$ cat config.mk
export PLATFORM = sky130hd
export DESIGN_NAME = json_string_unescape_utf8
export DESIGN_NICKNAME = d
export VERILOG_FILES = /design/src/rtl/core/jsu_pkg.sv /design/src/rtl/core/jsu_step.sv /design/src/rtl/core/jsu_obuf.sv /design/src/rtl/core/json_string_unescape_utf8.sv
export SDC_FILE = /design/constraint.sdc
export NUM_CORES = 1
export LEC_CHECK = 0
export ABC_AREA = 1
export BUFFER_PORTS_ARGS = -buffer_cell sky130_fd_sc_hd__buf_4
export CELL_PAD_IN_SITES_DETAIL_PLACEMENT = 0
export CELL_PAD_IN_SITES_GLOBAL_PLACEMENT = 2
export CORE_UTILIZATION = 39
export DETAILED_ROUTE_END_ITERATION = 12
export GPL_TIMING_DRIVEN = 1
export PLACE_DENSITY_LB_ADDON = 0.25
export SYNTH_ARGS = -nofsm -noshare
export SYNTH_HDL_FRONTEND = slang
export SYNTH_SLANG_ARGS = --single-unit
$ cat constraint.sdc
create_clock -name clk -period 4.9 [get_ports clk]
set_clock_uncertainty 0.15 [all_clocks]
set_input_delay 0.245 -clock clk [delete_from_list [all_inputs] [get_ports clk]]
set_output_delay 0.245 -clock clk [all_outputs]
set_load 0.05 [all_outputs]
$ cat src/rtl/core/jsu_pkg.sv
`default_nettype none
package jsu_pkg;

  localparam int RES_MAX = 4;
  localparam int CNT_W = 3;

  localparam logic [1:0] KIND_DATA = 2'd0;
  localparam logic [1:0] KIND_DONE = 2'd1;
  localparam logic [1:0] KIND_ERR = 2'd2;

  localparam logic [2:0] ERR_NO_QUOTE = 3'd0;
  localparam logic [2:0] ERR_UNTERM = 3'd1;
  localparam logic [2:0] ERR_CTRL = 3'd2;
  localparam logic [2:0] ERR_ESC = 3'd3;
  localparam logic [2:0] ERR_HEX = 3'd4;
  localparam logic [2:0] ERR_NO_LOW = 3'd5;
  localparam logic [2:0] ERR_BAD_LOW = 3'd6;
  localparam logic [2:0] ERR_LONE_LOW = 3'd7;

  typedef struct packed {
    logic [3:0]  phase;
    logic [15:0] hex_value;
    logic [1:0]  hex_count;
    logic [9:0]  high_half;
  } dec_state_t;

  typedef struct packed {
    logic [7:0] out_byte;
    logic [1:0] kind;
    logic [2:0] error_code;
    logic       last;
  } res_t;

  function automatic logic [4:0] hex_of(input logic [7:0] c);
    logic [4:0] r;
    r = 5'd0;
    if (c >= 8'h30 && c <= 8'h39) begin
      r = {1'b1, 4'(c - 8'h30)};
    end else if (c >= 8'h61 && c <= 8'h66) begin
      r = {1'b1, 4'(c - 8'h57)};
    end else if (c >= 8'h41 && c <= 8'h46) begin
      r = {1'b1, 4'(c - 8'h37)};
    end
    return r;
  endfunction

endpackage
`default_nettype wire

$ cat src/rtl/core/jsu_step.sv
`default_nettype none
module jsu_step import jsu_pkg::*; (
  input  wire logic [7:0]       c,
  input  wire dec_state_t       cur,
  output dec_state_t            nxt,
  output res_t                  res [RES_MAX],
  output logic [CNT_W-1:0]      n
);

  localparam logic [3:0] PH_WAIT = 4'd0;
  localparam logic [3:0] PH_BODY = 4'd1;
  localparam logic [3:0] PH_ESC = 4'd2;
  localparam logic [3:0] PH_HEX1 = 4'd3;
  localparam logic [3:0] PH_NEED_BS = 4'd4;
  localparam logic [3:0] PH_NEED_U = 4'd5;
  localparam logic [3:0] PH_HEX2 = 4'd6;

  localparam logic [7:0] CH_QUOTE = 8'h22;
  localparam logic [7:0] CH_BSLASH = 8'h5C;
  localparam logic [7:0] CH_SLASH = 8'h2F;
  localparam logic [7:0] CH_B = 8'h62;
  localparam logic [7:0] CH_F = 8'h66;
  localparam logic [7:0] CH_N = 8'h6E;
  localparam logic [7:0] CH_R = 8'h72;
  localparam logic [7:0] CH_T = 8'h74;
  localparam logic [7:0] CH_U = 8'h75;

  logic        is_err;
  logic [2:0]  code;
  logic        single;
  logic [7:0]  single_byte;
  logic [1:0]  single_kind;
  logic        emit;
  logic [20:0] cp;
  logic [4:0]  hx;
  logic [15:0] hv;

  always_comb begin
    nxt = cur;
    is_err = 1'b0;
    code = ERR_NO_QUOTE;
    single = 1'b0;
    single_byte = 8'd0;
    single_kind = KIND_DATA;
    emit = 1'b0;
    cp = 21'd0;
    hx = hex_of(c);
    hv = {cur.hex_value[11:0], hx[3:0]};
    n = '0;
    for (int i = 0; i < RES_MAX; i++) begin
      res[i] = '0;
    end

    case (cur.phase)
      PH_WAIT: begin
        if (c == CH_QUOTE) begin
          nxt.phase = PH_BODY;
        end else begin
          is_err = 1'b1;
          code = ERR_NO_QUOTE;
        end
      end
      PH_BODY: begin
        if (c == CH_QUOTE) begin
          nxt.phase = PH_WAIT;
          single = 1'b1;
          single_kind = KIND_DONE;
        end else if (c == 8'h00) begin
          is_err = 1'b1;
          code = ERR_UNTERM;
        end else if (c < 8'h20) begin
          is_err = 1'b1;
          code = ERR_CTRL;
        end else if (c == CH_BSLASH) begin
          nxt.phase = PH_ESC;
        end else begin
          single = 1'b1;
          single_byte = c;
        end
      end
      PH_ESC: begin
        nxt.phase = PH_BODY;
        case (c)
          CH_QUOTE, CH_BSLASH, CH_SLASH: begin
            single = 1'b1;
            single_byte = c;
          end
          CH_B: begin
            single = 1'b1;
            single_byte = 8'h08;
          end
          CH_F: begin
            single = 1'b1;
            single_byte = 8'h0C;
          end
          CH_N: begin
            single = 1'b1;
            single_byte = 8'h0A;
          end
          CH_R: begin
            single = 1'b1;
            single_byte = 8'h0D;
          end
          CH_T: begin
            single = 1'b1;
            single_byte = 8'h09;
          end
          CH_U: begin
            nxt.phase = PH_HEX1;
            nxt.hex_value = 16'd0;
            nxt.hex_count = 2'd0;
          end
          default: begin
            is_err = 1'b1;
            code = ERR_ESC;
          end
        endcase
      end
      PH_HEX1, PH_HEX2: begin
        if (!hx[4]) begin
          is_err = 1'b1;
          code = (cur.phase == PH_HEX1) ? ERR_HEX : ERR_BAD_LOW;
        end else if (cur.hex_count != 2'd3) begin
          nxt.hex_value = hv;
          nxt.hex_count = cur.hex_count + 2'd1;
        end else begin
          nxt.hex_value = 16'd0;
          nxt.hex_count = 2'd0;
          if (cur.phase == PH_HEX1) begin
            if (hv[15:10] == 6'b110110) begin
              nxt.high_half = hv[9:0];
              nxt.phase = PH_NEED_BS;
            end else if (hv[15:10] == 6'b110111) begin
              is_err = 1'b1;
              code = ERR_LONE_LOW;
            end else begin
              emit = 1'b1;
              cp = {5'd0, hv};
            end
          end else begin
            if (hv[15:10] != 6'b110111) begin
              is_err = 1'b1;
              code = ERR_BAD_LOW;
            end else begin
              emit = 1'b1;
              cp = {11'({1'b0, cur.high_half}) + 11'd64, hv[9:0]};
            end
          end
        end
      end
      PH_NEED_BS: begin
        if (c == CH_BSLASH) begin
          nxt.phase = PH_NEED_U;
        end else begin
          is_err = 1'b1;
          code = ERR_NO_LOW;
        end
      end
      PH_NEED_U: begin
        if (c == CH_U) begin
          nxt.phase = PH_HEX2;
          nxt.hex_value = 16'd0;
          nxt.hex_count = 2'd0;
        end else begin
          is_err = 1'b1;
          code = ERR_NO_LOW;
        end
      end
      default: begin
        nxt.phase = PH_WAIT;
      end
    endcase

    if (is_err) begin
      nxt.phase = PH_WAIT;
      nxt.hex_value = 16'd0;
      nxt.hex_count = 2'd0;
      res[0].kind = KIND_ERR;
      res[0].error_code = code;
      n = CNT_W'(1);
    end else if (single) begin
      res[0].out_byte = single_byte;
      res[0].kind = single_kind;
      n = CNT_W'(1);
    end else if (emit) begin
      nxt.phase = PH_BODY;
      if (cp < 21'h80) begin
        res[0].out_byte = cp[7:0];
        n = CNT_W'(1);
      end else if (cp < 21'h800) begin
        res[0].out_byte = {3'b110, cp[10:6]};
        res[1].out_byte = {2'b10, cp[5:0]};
        n = CNT_W'(2);
      end else if (cp < 21'h10000) begin
        res[0].out_byte = {4'b1110, cp[15:12]};
        res[1].out_byte = {2'b10, cp[11:6]};
        res[2].out_byte = {2'b10, cp[5:0]};
        n = CNT_W'(3);
      end else begin
        res[0].out_byte = {5'b11110, cp[20:18]};
        res[1].out_byte = {2'b10, cp[17:12]};
        res[2].out_byte = {2'b10, cp[11:6]};
        res[3].out_byte = {2'b10, cp[5:0]};
        n = CNT_W'(4);
      end
    end

    for (int i = 0; i < RES_MAX; i++) begin
      res[i].last = (CNT_W'(i + 1) == n);
    end
  end

endmodule
`default_nettype wire

$ cat src/rtl/core/jsu_obuf.sv
`default_nettype none
module jsu_obuf import jsu_pkg::*; (
  input  wire logic             clk,
  input  wire logic             rst,
  input  wire logic             load,
  input  wire res_t             load_res [RES_MAX],
  input  wire logic [CNT_W-1:0] load_n,
  output logic                  can_load,
  output res_t                  head,
  output logic                  head_valid,
  input  wire logic             head_ready,
  output logic [CNT_W-1:0]      count
);

  res_t             slots [RES_MAX];
  logic [CNT_W-1:0] count_next;
  logic             pop;

  assign head_valid = (count != '0);
  assign head = slots[0];
  assign pop = head_valid && head_ready;
  assign can_load = (count == '0) || ((count == CNT_W'(1)) && pop);

  always_comb begin
    count_next = count;
    if (load) begin
      count_next = load_n;
    end else if (pop) begin
      count_next = count - CNT_W'(1);
    end
  end

  always_ff @(posedge clk) begin
    if (rst) begin
      count <= '0;
    end else begin
      count <= count_next;
    end
  end

  always_ff @(posedge clk) begin
    if (load) begin
      slots <= load_res;
    end else if (pop) begin
      for (int i = 0; i < RES_MAX - 1; i++) begin
        slots[i] <= slots[i + 1];
      end
    end
  end

endmodule
`default_nettype wire

$ cat src/rtl/core/json_string_unescape_utf8.sv
// Results of an item appear in the cycle after it is accepted.
// Throughput: one item per cycle while out_ready is high; an item that yields k results holds
// the input while the result buffer drains one per cycle as out_ready allows.
// Reset (rst, synchronous, active high) returns to waiting for the opening
// quote and empties the result buffer.
`default_nettype none
module json_string_unescape_utf8 import jsu_pkg::*; (
  input  wire logic       clk,
  input  wire logic       rst,
  input  wire logic       in_valid,
  output logic            in_ready,
  input  wire logic [7:0] in_byte,
  output logic            out_valid,
  input  wire logic       out_ready,
  output logic [7:0]      out_byte,
  output logic [1:0]      kind,
  output logic [2:0]      error_code,
  output logic            last
);

  dec_state_t       state;
  dec_state_t       state_next;
  res_t             step_res [RES_MAX];
  logic [CNT_W-1:0] step_n;
  logic             accept;
  res_t             head;
  logic [CNT_W-1:0] count;

  jsu_step u_step (
    .c   (in_byte),
    .cur (state),
    .nxt (state_next),
    .res (step_res),
    .n   (step_n)
  );

  assign accept = in_valid && in_ready;

  always_ff @(posedge clk) begin
    if (rst) begin
      state <= '0;
    end else if (accept) begin
      state <= state_next;
    end
  end

  jsu_obuf u_obuf (
    .clk        (clk),
    .rst        (rst),
    .load       (accept),
    .load_res   (step_res),
    .load_n     (step_n),
    .can_load   (in_ready),
    .head       (head),
    .head_valid (out_valid),
    .head_ready (out_ready),
    .count      (count)
  );

  assign out_byte = head.out_byte;
  assign kind = head.kind;
  assign error_code = head.error_code;
  assign last = head.last;

`ifndef SYNTH
  a_count_max: assert property (@(posedge clk) disable iff (rst)
    count <= CNT_W'(RES_MAX)) else $error("result count overflow");
  a_last_one: assert property (@(posedge clk) disable iff (rst)
    (count == CNT_W'(1)) |-> last) else $error("final item not marked last");
  a_last_more: assert property (@(posedge clk) disable iff (rst)
    (count > CNT_W'(1)) |-> !last) else $error("last marked too early");
  a_ctrl_single: assert property (@(posedge clk) disable iff (rst)
    (out_valid && kind != KIND_DATA) |-> (last && out_byte == 8'd0))
    else $error("completion or error not a single item");
  a_ready_empty: assert property (@(posedge clk) disable iff (rst)
    (in_ready && !out_valid) |=> !(out_valid && count > CNT_W'(RES_MAX)))
    else $error("buffer state after load inconsistent");
`endif

endmodule
`default_nettype wire
Yosys cells after proc, flatten, opt, wreduce, memory -nomap -nowiden
Index checks and enable logic that the tools add are counted.
Word-level totals
  register bits: 72
  bits in latches: 0
  bits in writable memories: 0
  memory bits (read-only): 0
  input bits: 12
  output and inout bits: 16
  word-level logic and storage cells: 194
  memories: 0
Operators by class
  $add $sub $neg: 6
  multipliers: 0
  divide/modulo/power cells: 0
  magnitude comparators: 10
  eq/ne operators: 27
  shift-type cells: 0
  multiplexer cells: 112
  bitwise operators: 2
  reduce and logical (&&, ||, !) cells: 21
Operators with widths (count)
  $mux W8: 20
  $mux W21: 6
  $mux W42: 2
  $mux W3: 19
  $eq A8 B7 Y1 const B: 7
  $mux W4: 12
  $pmux W8 S6: 1
  $pmux W14 S3: 1
  $mux W32: 1
  $mux W10: 3
  $mux W1: 25
  $pmux W4 S6: 1
  $mux W22: 1
  $lt A21 B12 Y1 const B: 1
  $lt A21 B17 Y1 const B: 1
  $lt A21 B8 Y1 const B: 1
  $mux W20: 1
  $mux W5: 4
  $mux W18: 1
  $eq A8 B6 Y1 const B: 2
  $ge A8 B7 Y1 const B: 2
  $le A8 B7 Y1 const B: 2
  $mux W16: 1
  $pmux W8 S2: 1
  42 further kinds: 62

Depth between registers and ports, before layout
Gate-level depths: netlist of the first run.
  depth after elaboration: 20
  depth in mapped cells: 18
  gate-level depth less buffers: 18

Cells and area by module
A second synthesis of the first run with hierarchy kept.
Second synthesis, totals
  cells, all modules: 911
  area total of the unflattened synthesis: 6327.3 um2
Modules (own cells, without submodules)
  jsu_obuf: times used 1, cells an instance 241, area an instance 2542.4 um2, sequential area each 1741.7 um2
  jsu_step: times used 1, cells an instance 465, area an instance 2456.1 um2, sequential area each 0.0 um2
  json_string_unescape_utf8: times used 1, cells an instance 205, area an instance 1328.8 um2, sequential area each 640.6 um2

Worst setup path before layout of the first run
OpenSTA, ideal clock, no wires.
  kind: register to register
  start: register u_obuf.count[0]
  end: register u_obuf.count[1]
  library setup time: 126 ps
  arrival time: 2992 ps
  data required time: 4624 ps
  slack: 1631 ps
  cell stages (with the launch flop): 10
  path buffers: 1
  period minus slack after synthesis: 3269 ps
  cell sequence: dfxtp_1 inv_1 ha_1 nand2_1 nand2_1 nand2_1 clkbuf_1 nand2_1 o21ai_0 a21oi_1
Between the ends
  word-level cells in the longest chain between the ends: 6
  elaborated cells on any way between the ends: 11
  those cells by class: 1 x add/sub; 1 x eq/ne; 2 x mux; 7 x reduce/logical
Ends and longest elaborated chain
  from (decl): line jsu_obuf.sv:12  | output logic [CNT_W-1:0] count
  from (signal assigned): line jsu_obuf.sv:37  | count <= count_next;
  $reduce_bool A3 Y1 *: line jsu_obuf.sv:19  | assign head_valid = (count != '0);
  net out_valid: line json_string_unescape_utf8.sv:13  | output logic out_valid,
  $logic_and A1 B1 Y1 *: line jsu_obuf.sv:21  | assign pop = head_valid && head_ready;
  $logic_and A1 B1 Y1 *: line jsu_obuf.sv:22  | assign can_load = (count == '0) || ((count == CNT_W'(1)) && pop);
  $logic_or A1 B1 Y1 *: line jsu_obuf.sv:22
  net in_ready: line json_string_unescape_utf8.sv:11  | output logic in_ready,
  $logic_and A1 B1 Y1 *: line json_string_unescape_utf8.sv:37  | assign accept = in_valid && in_ready;
  $mux W3 / $reduce_bool A2 Y1 (equally long branches)
The timed path passes the listed nets; every way through them passes the cells marked *. The select of a mux whose other input is x is not followed.
A chain may end at the register's enable or synchronous reset.

Worst setup path in the final report of the first run
  start: register state[29] (netlist bit)
  end: register u_obuf.slots, in the netlist u_obuf.head[8], data pin
Between the ends
  word-level cells in the longest chain between the ends: 13
  elaborated cells on any way between the ends: 32
  those cells by class: 3 x order compare; 6 x eq/ne; 21 x mux; 2 x reduce/logical
Ends and longest elaborated chain
  from (decl): line json_string_unescape_utf8.sv:21  | dec_state_t state;
  from (signal assigned): line json_string_unescape_utf8.sv:43  | state <= state_next;
  $eq A4 B2 Y1: line jsu_step.sv:54, jsu_step.sv:129
  $mux W21: line jsu_step.sv:129  | if (cur.phase == PH_HEX1) begin
  $mux W21: line jsu_step.sv:123  | end else if (cur.hex_count != 2'd3) begin
  $mux W21: line jsu_step.sv:120  | if (!hx[4]) begin
  $mux W21: line jsu_step.sv:54  | case (cur.phase)
  $lt A21 B17 Y1: line jsu_step.sv:194  | end else if (cp < 21'h10000) begin
  $mux W5: line jsu_step.sv:194
  $mux W8: line jsu_step.sv:190  | end else if (cp < 21'h800) begin
  $mux W8: line jsu_step.sv:187  | if (cp < 21'h80) begin
  $mux W8: line jsu_step.sv:185  | end else if (emit) begin
  $mux W8: line jsu_step.sv:181  | end else if (single) begin
  $mux W8 *: line jsu_step.sv:174  | if (is_err) begin
  $mux W42 *: line jsu_obuf.sv:42  | if (load) begin
  to (signal assigned): line jsu_obuf.sv:43  | slots <= load_res;
  to (signal, indexed assignment): line jsu_obuf.sv:46  | slots[i] <= slots[i + 1];
  to (decl): line jsu_obuf.sv:15  | res_t slots [RES_MAX];
Mark *: on every way between the ends. The rest lies on a longest branch, timed or not.

==> impl_metrics.json, run 1 <==
{
  "outcome": "finished with violations",
  "violations": "design-rule violations",
  "combPwrFrac_pct": 34.6,
  "ir_worst_vdd_v": 0.0004966,
  "maxSlewViolCount": 0,
  "cts_hold_buf": 0,
  "clkTransAtPathRegs_ns": 0.06,
  "crit_type": "flop to flop",
  "worstPathArrival_ns": 2.80,
  "final_cell_mix": "nand2_1 (145), inv_1 (75), nor2_1 (59), o21ai_0 (44), a21oi_1 (40)",
  "power_mw": 2.478,
  "final_nets": 666,
  "coreArea_um2": 11610,
  "antenna_left": 0,
  "grt_pass1_vias": 4039,
  "pin_count": 28,
  "seq_power_share_pct": 38.9,
  "dieArea_um2": 12590,
  "die_h_um": 112.2,
  "netSwitchingFraction_pct": 39.20,
  "initial_core_util_pct": 40.80,
  "cts_max_path_buffers": 2,
  "grt_pass1_wl_mm": 21.55,
  "utilization_pct": 44.97,
  "rows": 39,
  "tightest_slew_ns": 0.6281,
  "synth-edff-count": 38,
  "p_leak_nw": 2.322,
  "cts-root-buf": "clkbuf_16",
  "grt.overflow.total": 0,
  "maxCapViolCount": 0,
  "grt_max_degree": 39,
  "hold_path_class": "primary input to flop",
  "worstPathRequired_ns": 4.85,
  "clkSinkCount": 69,
  "postSynthAreaPerCell_um2": 7.485,
  "cts_tree": "yes",
  "clockPowerShare_pct": 26.5,
  "gp_congestion": 0.8747,
  "cts_made_buffers": 9,
  "critPathMaxFanout": 23,
  "max-slew-margin-rel_pct": 58.08,
  "critPathCaptureType": "flop",
  "syn-cell-area_um2": 4738,
  "synth_ff_type": "edfxtp_1",
  "power_density_nw_per_um2": 474.5,
  "start_kind": "flop",
  "wl_per_cell_um": 16.74,
  "ctsHtreeMaxLevel": 3,
  "grt_setup_unrepaired": "false",
  "vias": 4159,
  "netSwitchingPower_uw": 971.3,
  "place_inst": 776,
  "dieWidth_um": 112.2,
  "p_int_mw": 1.507,
  "layout-drive-gt1-share_pct": 15.87,
  "cts_resized": 0,
  "layout_worst_path_cycle_share_pct": 58.17,
  "setup_viol": 0,
  "synth.distinct_cells": 53,
  "grt_usage_pct": 22.28,
  "synthesis.nets": 655,
  "numPortBuffers": 27,
  "ys_async_sr_fraction_pct": 0,
  "fin_cells": 792,
  "cts_setup_buffers": 0,
  "dr.pass1.iters": 8,
  "vias_per_cell": 5.251,
  "tns_ns": 0,
  "wirelength_mm": 13.26,
  "ys_warn_count": 0,
  "syn_inst": 633,
  "fmax_mhz": 350.8,
  "hold_viol_final": 0,
  "antenna_cells": 0,
  "min_period_ns": 2.850,
  "antenna_found_initial": 0,
  "final_common_cell": "nand2_1",
  "syn2layout_area_growth_pct": 10.22,
  "drt-initial-drc-count": 311,
  "drc": 3,
  "dp_hpwl_mm": 10.12,
  "seq_area_frac_synth_pct": 37.18,
  "clk_latency_ns": 0.34,
  "ys_ff_latch": 69
}
==> stage by stage <==
stage / hold slack [ns] / setup slack, ns / area (µm²)
2_1_floorplan: 0.2745 / 1.631 / 4738
3_3_place_gp: 0.2943 / 1.977 / 4923
3_5_place_dp: 0.3022 / 1.855 / 4923
4_1_cts: 0.03241 / 2.053 / 5223
5_1_grt: 0.04048 / 1.768 / 5223
6_report: 0.04124 / 2.050 / 5223
==> cells in the mapped netlist, types with 2 or more instances <==
master	n	area [µm²]
o21ai_0	44	220.2
nand3_1	34	170.2
a21oi_1	40	200.2
a31oi_1	2	12.51
nand3_2	6	60.06
nand3_4	2	35.03
nor3_1	11	55.05
nand2_4	6	67.56
nor2_8	4	80.08
edfxtp_1	38	1141
nand2_1	145	544.3
o211ai_1	5	37.54
a21oi_4	2	32.53
nand4_1	8	50.05
o211a_1	2	20.02
nor2_1	59	221.5
a22oi_1	3	22.52
dfxtp_1	31	620.6
buf_6	4	45.04
nor2_2	3	18.77
inv_2	11	41.29
nor2_4	4	45.04
xor2_1	3	26.28
ha_1	10	125.1
buf_4	16	120.1
o21a_1	4	30.03
o21ai_2	2	17.52
o21ai_1	16	80.08
inv_1	75	281.5
nand2_2	12	75.07
o22ai_1	3	18.77
clkbuf_1	7	26.28
==> power groups by stage <==
stage | clock network (mW) | logic [mW] | registers (mW)
after floorplan | 0 | 0.693 | 0.963
after global placement | 0 | 0.859 | 0.976
after detailed placement | 0 | 0.865 | 0.977
after CTS | 0.671 | 0.868 | 0.967
after global routing | 0.699 | 0.937 | 0.986
final | 0.658 | 0.856 | 0.964
==> registers in the layout (all words and copies together), names as in the netlist <==
signal        count
state            28
u_obuf.slots     24
u_obuf.count      3
u_obuf.head      14
==> path summary, 6_finish.rpt <==
kind / slack, ns / end / start / depth (start not counted)
worst max register to register: 2.05 / u_obuf.head[8] / state[29] / 13
worst min register to register: 0.30 / state[4] / state[4] / 2
worst max-delay path: 2.05 / u_obuf.head[8] / state[29] / 13
worst min-delay path: 0.04 / u_obuf.count[0] / rst / 2
==> final cells by class <==
type                            count  area [µm²]
Sequential cell                    69        1762
Multi-Input combinational cell    447        2432
Clock inverter                      7       73.82
Inverter                           88       332.8
Fill cell                        1249        6391
Timing Repair Buffer               29       217.7
Tap cell                          143       178.9
Clock buffer                        9       225.2
==> logic make-up after synthesis <==
| logic type | Yosys count | share of synthesized area, % |
|---|---|---|
| xor+xnor | 3 | 0.5546 |
| simple gates | 300 | 31.53 |
| fa+ha+maj | 10 | 2.641 |
| buf+inv | 117 | 11.49 |
| compound gates | 134 | 16.61 |
| flops | 69 | 37.18 |
==> worst max-delay path: stages, from the launching register on <==
cell,delay (ns)
dfxtp_1,0.53
nand3_2,0.29
nand2_1,0.16
nor2_1,0.08
o211ai_1,0.17
nand3_4,0.32
nor2_4,0.27
nand3_4,0.18
inv_2,0.13
nand2_1,0.06
nand3_1,0.10
nand2_1,0.06
nand2_1,0.06
nand2_1,0.04
==> routing by layer <==
layer / global-route usage [%] / vias up / routed length (µm)
met3: 4.158 / 16 / 488
li1: - / 2114 / -
met1: 31.24 / 1934 / 6597
met2: 34.66 / 95 / 5909
met4: 7.111 / 0 / 263
met5: 0 / - / 0
Power figures use the tool's default switching activity.
==> inputs of run 2 (changes only) <==
--- a/config.mk
+++ b/config.mk
@@ -5,11 +5,11 @@
 export SDC_FILE = /design/constraint.sdc
 export NUM_CORES = 1
 export LEC_CHECK = 0
-export ABC_AREA = 1
+export ABC_AREA = 0
 export BUFFER_PORTS_ARGS = -buffer_cell sky130_fd_sc_hd__buf_4
 export CELL_PAD_IN_SITES_DETAIL_PLACEMENT = 0
 export CELL_PAD_IN_SITES_GLOBAL_PLACEMENT = 2
-export CORE_UTILIZATION = 39
+export CORE_UTILIZATION = 35
 export DETAILED_ROUTE_END_ITERATION = 12
 export GPL_TIMING_DRIVEN = 1
 export PLACE_DENSITY_LB_ADDON = 0.25
==> constraint.sdc (replaced) <==
create_clock -name clk -period 2.4 [get_ports clk]
set_clock_uncertainty 0.15 [all_clocks]
set_input_delay 0.12 -clock clk [delete_from_list [all_inputs] [get_ports clk]]
set_output_delay 0.12 -clock clk [all_outputs]
set_load 0.05 [all_outputs]
==> run 2 against run 1 <==
- the flow finishes with violations (negative setup slack)
- cell area rose by 34%
- register-to-register slack got worse by 2.4 ns
- first-iteration DRC count rose by 39%
==> impl_metrics.json, run 2 <==
{
  "crit_chain": "buf_6 -> and4bb_4 -> nor3_4 -> a221oi_2 -> a21oi_1 -> buf_4 -> buf_6 -> nor3_4 -> buf_4 -> o2bb2ai_4 -> o211ai_1",
  "maxCapViolCount": 0,
  "synth_most_common_cell": "nor2_1",
  "setup_viol": 48,
  "rr_endpoint": "u_obuf.head[8]",
  "final_cell_mix": "buf_4 (183), nor2_1 (41), nand2_1 (38), edfxtp_1 (38), buf_6 (28)",
  "tns_ns": -9.685,
  "layout_worst_path_cycle_share_pct": 114.0,
  "cp_num_cells": 11,
  "grt_usage_pct": 25.01,
  "pin_count": 28,
  "clkTransAtPathRegs_ns": 0.06,
  "place_area_um2": 5842,
  "grt_pass1_wl_mm": 24.78,
  "syn_inst": 488,
  "hold_path_class": "primary input to flop",
  "gp_congestion": 0.9143,
  "synthesis.nets": 510,
  "fin_cells": 848,
  "clk_latency_ns": 0.34,
  "ir_worst_vdd_v": 0.0004971,
  "synth.distinct_cells": 78,
  "largest_register_ff_count": 28,
  "pre_cts_ws_ns": -0.4798,
  "grt_max_degree": 32,
  "tightest_slew_ns": 0.5566,
  "max-slew-margin-rel_pct": 62.55,
  "maxSlewViolCount": 0,
  "ys_warn_count": 0,
  "rows": 40,
  "cts_tree": "yes",
  "violations": "negative setup slack",
  "yosys-top-cells-area": "edfxtp_1 (26%), dfxtp_1 (14%), nor2_1 (3.9%), nand2_1 (3.7%), mux2i_1 (2.9%)",
  "seq_area_frac_synth_pct": 39.41,
  "utilization_pct": 57.44,
  "fill_cells": 1073,
  "register_area_um2": 1772,
  "start_kind": "flop",
  "antenna_cells": 0,
  "critPathMaxFanout": 5,
  "initial_core_util_pct": 36.61,
  "met3_usage_pct": 5.166,
  "wl_per_cell_um": 18.98,
  "grtUsageMet1_pct": 33.80,
  "p_leak_nw": 2.834,
  "vias": 4737,
  "multi_input_area_um2": 2814,
  "final_nets": 697,
  "synth_top_cell_by_area": "edfxtp_1",
  "wirelength_mm": 16.10,
  "ys_ff_latch": 69,
  "coreArea_um2": 12210,
  "synth_ff_type": "edfxtp_1",
  "fmax_mhz": 365.3,
  "outcome": "finished with violations",
  "holdPathStages": 5,
  "critPathCaptureType": "flop",
  "busiest_layer": "met2",
  "regMostFlops": "state",
  "ff2ff_path_depth": 11,
  "worstPathArrival_ns": 2.66,
  "use_met2_pct": 39.52,
  "dr.pass1.iters": 5,
  "syn2layout_area_growth_pct": 56.90,
  "critPathBufInv": 4,
  "hold_viol_final": 0,
  "slowest_delay_ns": 0.40,
  "dp_hpwl_mm": 11.33,
  "place_inst": 791,
  "drc": 0,
  "ctsHtreeMaxLevel": 3,
  "synth-edff-count": 38,
  "reg2reg_from": "state[30]",
  "syn-cell-area_um2": 4471,
  "vias_per_cell": 5.586,
  "cts_made_buffers": 9,
  "postSynthAreaPerCell_um2": 9.161,
  "critPathSlowestCell": "and4bb_4",
  "antenna_found_initial": 0,
  "synth_common_cells": "nor2_1 (46), nand2_1 (44), edfxtp_1 (38)",
  "die_h_um": 115.0,
  "antenna_left": 0,
  "fin_area_um2": 7014,
  "grt_setup_unrepaired": "true",
  "startpoint": "state[30]",
  "cts-root-buf": "clkbuf_16",
  "clkSinkCount": 69,
  "ys_async_sr_fraction_pct": 0,
  "grt.overflow.total": 0,
  "worstPathRequired_ns": 2.32,
  "min_period_ns": 2.737,
  "grt_pass1_vias": 4601,
  "crit_family": "simple AND/OR/NAND/NOR gates",
  "power_density_nw_per_um2": 776.2,
  "synth_top_area_share_pct": 25.52,
  "dieArea_um2": 13230,
  "worst_slack_ns": -0.3371,
  "numPortBuffers": 27,
  "layout-drive-gt1-share_pct": 47.94,
  "critPathCapture": "u_obuf.head[8]",
  "crit_type": "flop to flop",
  "r2r_slack_ns": -0.34,
  "final_common_cell": "buf_4",
  "dieWidth_um": 115.0,
  "cts_max_path_buffers": 2,
  "drt-initial-drc-count": 432
}
==> run 2: changes by cell type after synthesis, sizes merged, moves of 7 or more <==
cell    change
a22o       +14
nand3      -21
a211oi      +8
a21oi      -21
o21ai      -39
inv        -71
clkbuf      +7
nand2     -120
and2        +8
nor4        +8
nor2       -24
mux2i      +13
==> run 2: layout make-up <==
type                       count  share of cell area (%)
multi-input combinational    359                   40.12
timing repair buffer         220                   26.54
sequential                    69                   25.26
clock buffer                  12                   3.514
tap                          168                   2.997
inverter                      16                  0.8919
clock inverter                 4                  0.6778
==> run 2: how the worst min path moves through the flow <==
stage	from	to	slack, ns
floorplan	in_byte[7]	u_obuf.head[13]	0.22
global placement	state[11]	state[11]	0.30
detailed placement	state[11]	state[11]	0.31
CTS	out_ready	u_obuf.count[1]	0.14
global route	out_ready	u_obuf.count[1]	0.19
finish	out_ready	u_obuf.count[1]	0.15
==> run 2: power by group <==
part | internal [mW] | switching (mW)
Sequential | 1.74 | 0.111
Combinational | 0.790 | 1.48
Clock | 0.829 | 0.495
Total | 3.36 | 2.09
==> run 2: metrics by stage <==
stage / hold slack, ns / power (mW)
global route: 0.1939 / 5.719
global placement: 0.3042 / 3.903
finish: 0.1519 / 5.445
CTS: 0.1402 / 5.355
floorplan: 0.2231 / 3.352
detailed placement: 0.3111 / 3.926
==> run 2: metal layers <==
metal | vias to the layer above | part of all wire [%]
met1 | 2324 | 46
li1 | 2229 | -
met3 | 31 | 5.7
met5 | - | 0
met4 | 0 | 2.6
met2 | 153 | 46
==> run 2: tightest hold or removal path, delay by kind of cell <==
family | cells | cell delay [ns]
AOI/OAI and AO/OA | 1 | 0.06
buffers and inverters | 1 | 0.08
and+or+nand+nor | 3 | 0.33
==> run 2: kinds of logic (layout without fill, tap and decap cells) <==
group | after synthesis | after routing | synth area share [%]
adders and majority gates | 10 | 10 | 2.799
xor gates and xnor gates | 4 | 4 | 0.7838
muxes | 14 | 14 | 3.162
and+or+nand+nor | 194 | 194 | 24.01
AOI/OAI and AO/OA | 136 | 137 | 22.25
buffers and inverters | 61 | 252 | 7.585
DFF | 69 | 69 | 39.41
==> run 2: what timing repair did <==
action	in CTS	in global routing
gates resized for setup	77	49
endpoints found under the hold margin	10	0
hold buffers	1	0
endpoints found under the setup margin	51	61
cloned	1	1
pin swaps	27	40
setup buffers	32	9
==> inputs of run 3 (changes only) <==
--- a/config.mk
+++ b/config.mk
@@ -9,10 +9,11 @@
 export BUFFER_PORTS_ARGS = -buffer_cell sky130_fd_sc_hd__buf_4
 export CELL_PAD_IN_SITES_DETAIL_PLACEMENT = 0
 export CELL_PAD_IN_SITES_GLOBAL_PLACEMENT = 2
-export CORE_UTILIZATION = 35
+export CORE_UTILIZATION = 37
 export DETAILED_ROUTE_END_ITERATION = 12
 export GPL_TIMING_DRIVEN = 1
 export PLACE_DENSITY_LB_ADDON = 0.25
 export SYNTH_ARGS = -nofsm -noshare
 export SYNTH_HDL_FRONTEND = slang
+export SYNTH_HIERARCHICAL = 1
 export SYNTH_SLANG_ARGS = --single-unit
==> run 3 against run 2 <==
- the flow still finishes with violations (negative setup slack)
- utilization is 2.1 points lower
- sequential power increased by 23%
- flip-flop and latch count grew 18
- cell area rose by 31%
- register-to-register slack better by 0.11 ns
- fmax increased by 4.0%
- critical endpoint is now u_obuf/head[12]
==> impl_metrics.json, run 3 <==
{
  "critPathSlowestCell": "o31ai_4",
  "tightest_slew_ns": 0.6011,
  "syn-cell-area_um2": 6336,
  "place_inst": 993,
  "clkSinkCount": 87,
  "wirelength_mm": 20.40,
  "netSwitchingPower_mw": 2.084,
  "ys_warn_count": 6,
  "critPathMaxFanout": 5,
  "grt_max_degree": 58,
  "hold_path_class": "primary input to flop",
  "grt_pass1_wl_mm": 31.47,
  "fmax_mhz": 380.0,
  "grt_setup_unrepaired": "true",
  "clk_latency_ns": 0.35,
  "layout-drive-gt1-share_pct": 54.00,
  "grt_pass1_vias": 5748,
  "syn_inst": 649,
  "p_leak_nw": 3.515,
  "vias": 5822,
  "dieWidth_um": 132.9,
  "final_common_cell": "buf_4",
  "combPwrFrac_pct": 36.5,
  "utilization_pct": 55.29,
  "dr.pass1.iters": 6,
  "fin_area_um2": 9201,
  "cts_max_path_buffers": 2,
  "antenna_left": 0,
  "numPortBuffers": 27,
  "crit_chain": "nand4b_1 -> buf_4 -> nand3_2 -> buf_4 -> nand3_4 -> o31ai_4 -> nand2_2 -> a221o_1 -> mux2_4",
  "maxSlewViolCount": 0,
  "clkTransAtPathRegs_ns": 0.07,
  "postSynthAreaPerCell_um2": 9.763,
  "vias_per_cell": 5.508,
  "regMostFlops": "u_obuf/slots",
  "power_density_nw_per_um2": 639.4,
  "cpMostUsedCell": "buf_4",
  "die_h_um": 132.9,
  "place_area_um2": 7774,
  "initial_core_util_pct": 38.07,
  "rows": 47,
  "dieArea_um2": 17650,
  "cts_made_buffers": 9,
  "worstPathArrival_ns": 2.59,
  "cts_tree": "yes",
  "antenna_found_initial": 0,
  "critPathCaptureType": "flop",
  "crit_type": "flop to flop",
  "drc": 0,
  "final_nets": 854,
  "maxCapViolCount": 0,
  "worstPathRequired_ns": 2.35,
  "layout_worst_path_cycle_share_pct": 109.6,
  "fill_cells": 1476,
  "largest_register_ff_count": 42,
  "pin_count": 28,
  "hold_slack_ns": 0.08066,
  "min_period_ns": 2.631,
  "ir_worst_vdd_v": 0.001026,
  "grt.overflow.total": 0,
  "antenna_cells": 0,
  "hold_viol_final": 0,
  "setup_viol": 40,
  "dp_hpwl_mm": 13.95,
  "start_kind": "flop",
  "power_mw": 5.883,
  "netSwitchingFraction_pct": 35.42,
  "ctsHtreeMaxLevel": 3,
  "coreArea_um2": 16640,
  "gp_congestion": 0.9106,
  "seq_power_share_pct": 38.6,
  "pre_cts_ws_ns": -0.5484,
  "max-slew-margin-rel_pct": 59.93,
  "syn2layout_area_growth_pct": 45.22,
  "drt-initial-drc-count": 406,
  "final_cell_mix": "buf_4 (201), edfxtp_1 (56), nand3_1 (48), mux2_2 (34), nand2_1 (32)",
  "p_int_mw": 3.799,
  "wl_per_cell_um": 19.30,
  "cts-root-buf": "clkbuf_16",
  "outcome": "finished with violations",
  "tns_ns": -4.311,
  "violations": "negative setup slack",
  "worst_slack_ns": -0.2313,
  "clockPowerShare_pct": 24.9,
  "grt_usage_pct": 22.81,
  "slowest_delay_ns": 0.42,
  "fin_cells": 1057
}
run 3: changes by cell type in the layout (fill, tap and decap cells not counted), sizes merged, moves of 18 or more:
cell    delta
mux2      +50
a21oi     +38
nand3     +34
a21bo     +27
nor2      -22
conb      +19
edfxtp    +18
run 3: cell type report:
| class | count | area [µm²] | area share [%] |
|---|---|---|---|
| Sequential cell | 87 | 2317 | 25.18 |
| Multi-Input combinational cell | 481 | 4230 | 45.98 |
| Timing Repair Buffer | 238 | 2012 | 21.87 |
| Clock buffer | 9 | 225.2 | 2.448 |
| Clock inverter | 7 | 77.57 | 0.8431 |
| Tap cell | 220 | 275.3 | 2.992 |
| Inverter | 15 | 63.81 | 0.6935 |
run 3: path summary, 6_finish.rpt:
kind	start	end	slack [ns]	depth (start not counted)
setup / recovery	state[21]	u_obuf/head[12]	-0.23	9
hold reg to reg	u_obuf/slots[28]	u_obuf/head[0]	0.40	1
setup reg to reg	state[21]	u_obuf/head[12]	-0.23	9
hold / removal	rst	state[22]	0.08	2
run 3: worst max-delay path: cells and delay by family, from the launching register on:
family	cells	cell delay, ns
DFF	1	0.34
AOI/OAI and AO/OA	2	0.72
and+or+nand+nor	4	0.59
muxes	1	0.26
buffers and inverters	2	0.33
run 3: power by group through the flow:
stage	combinational, mW	sequential, mW	clock (mW)
final	2.15	2.27	1.46
after global routing	2.28	2.30	1.56
after CTS	2.05	2.27	1.52
after detailed placement	1.99	2.30	0
after global placement	1.95	2.29	0
after floorplan	1.72	2.25	0
run 3: per-layer routing:
layer,global-route usage [%],up-vias,part of all wire [%]
li1,-,2774,-
met1,29.72,2872,45
met2,38.77,144,48
met3,3.372,32,4.3
met4,7.024,0,2.5
met5,0,-,0
run 3: timing repair:
item	in CTS	in global routing
gates resized for setup	73	89
gates cloned	0	2
hold buffers	1	0
endpoints found under the setup margin	45	62
hold endpoints to repair	1	0
buffers inserted	20	28
pin swaps	31	50
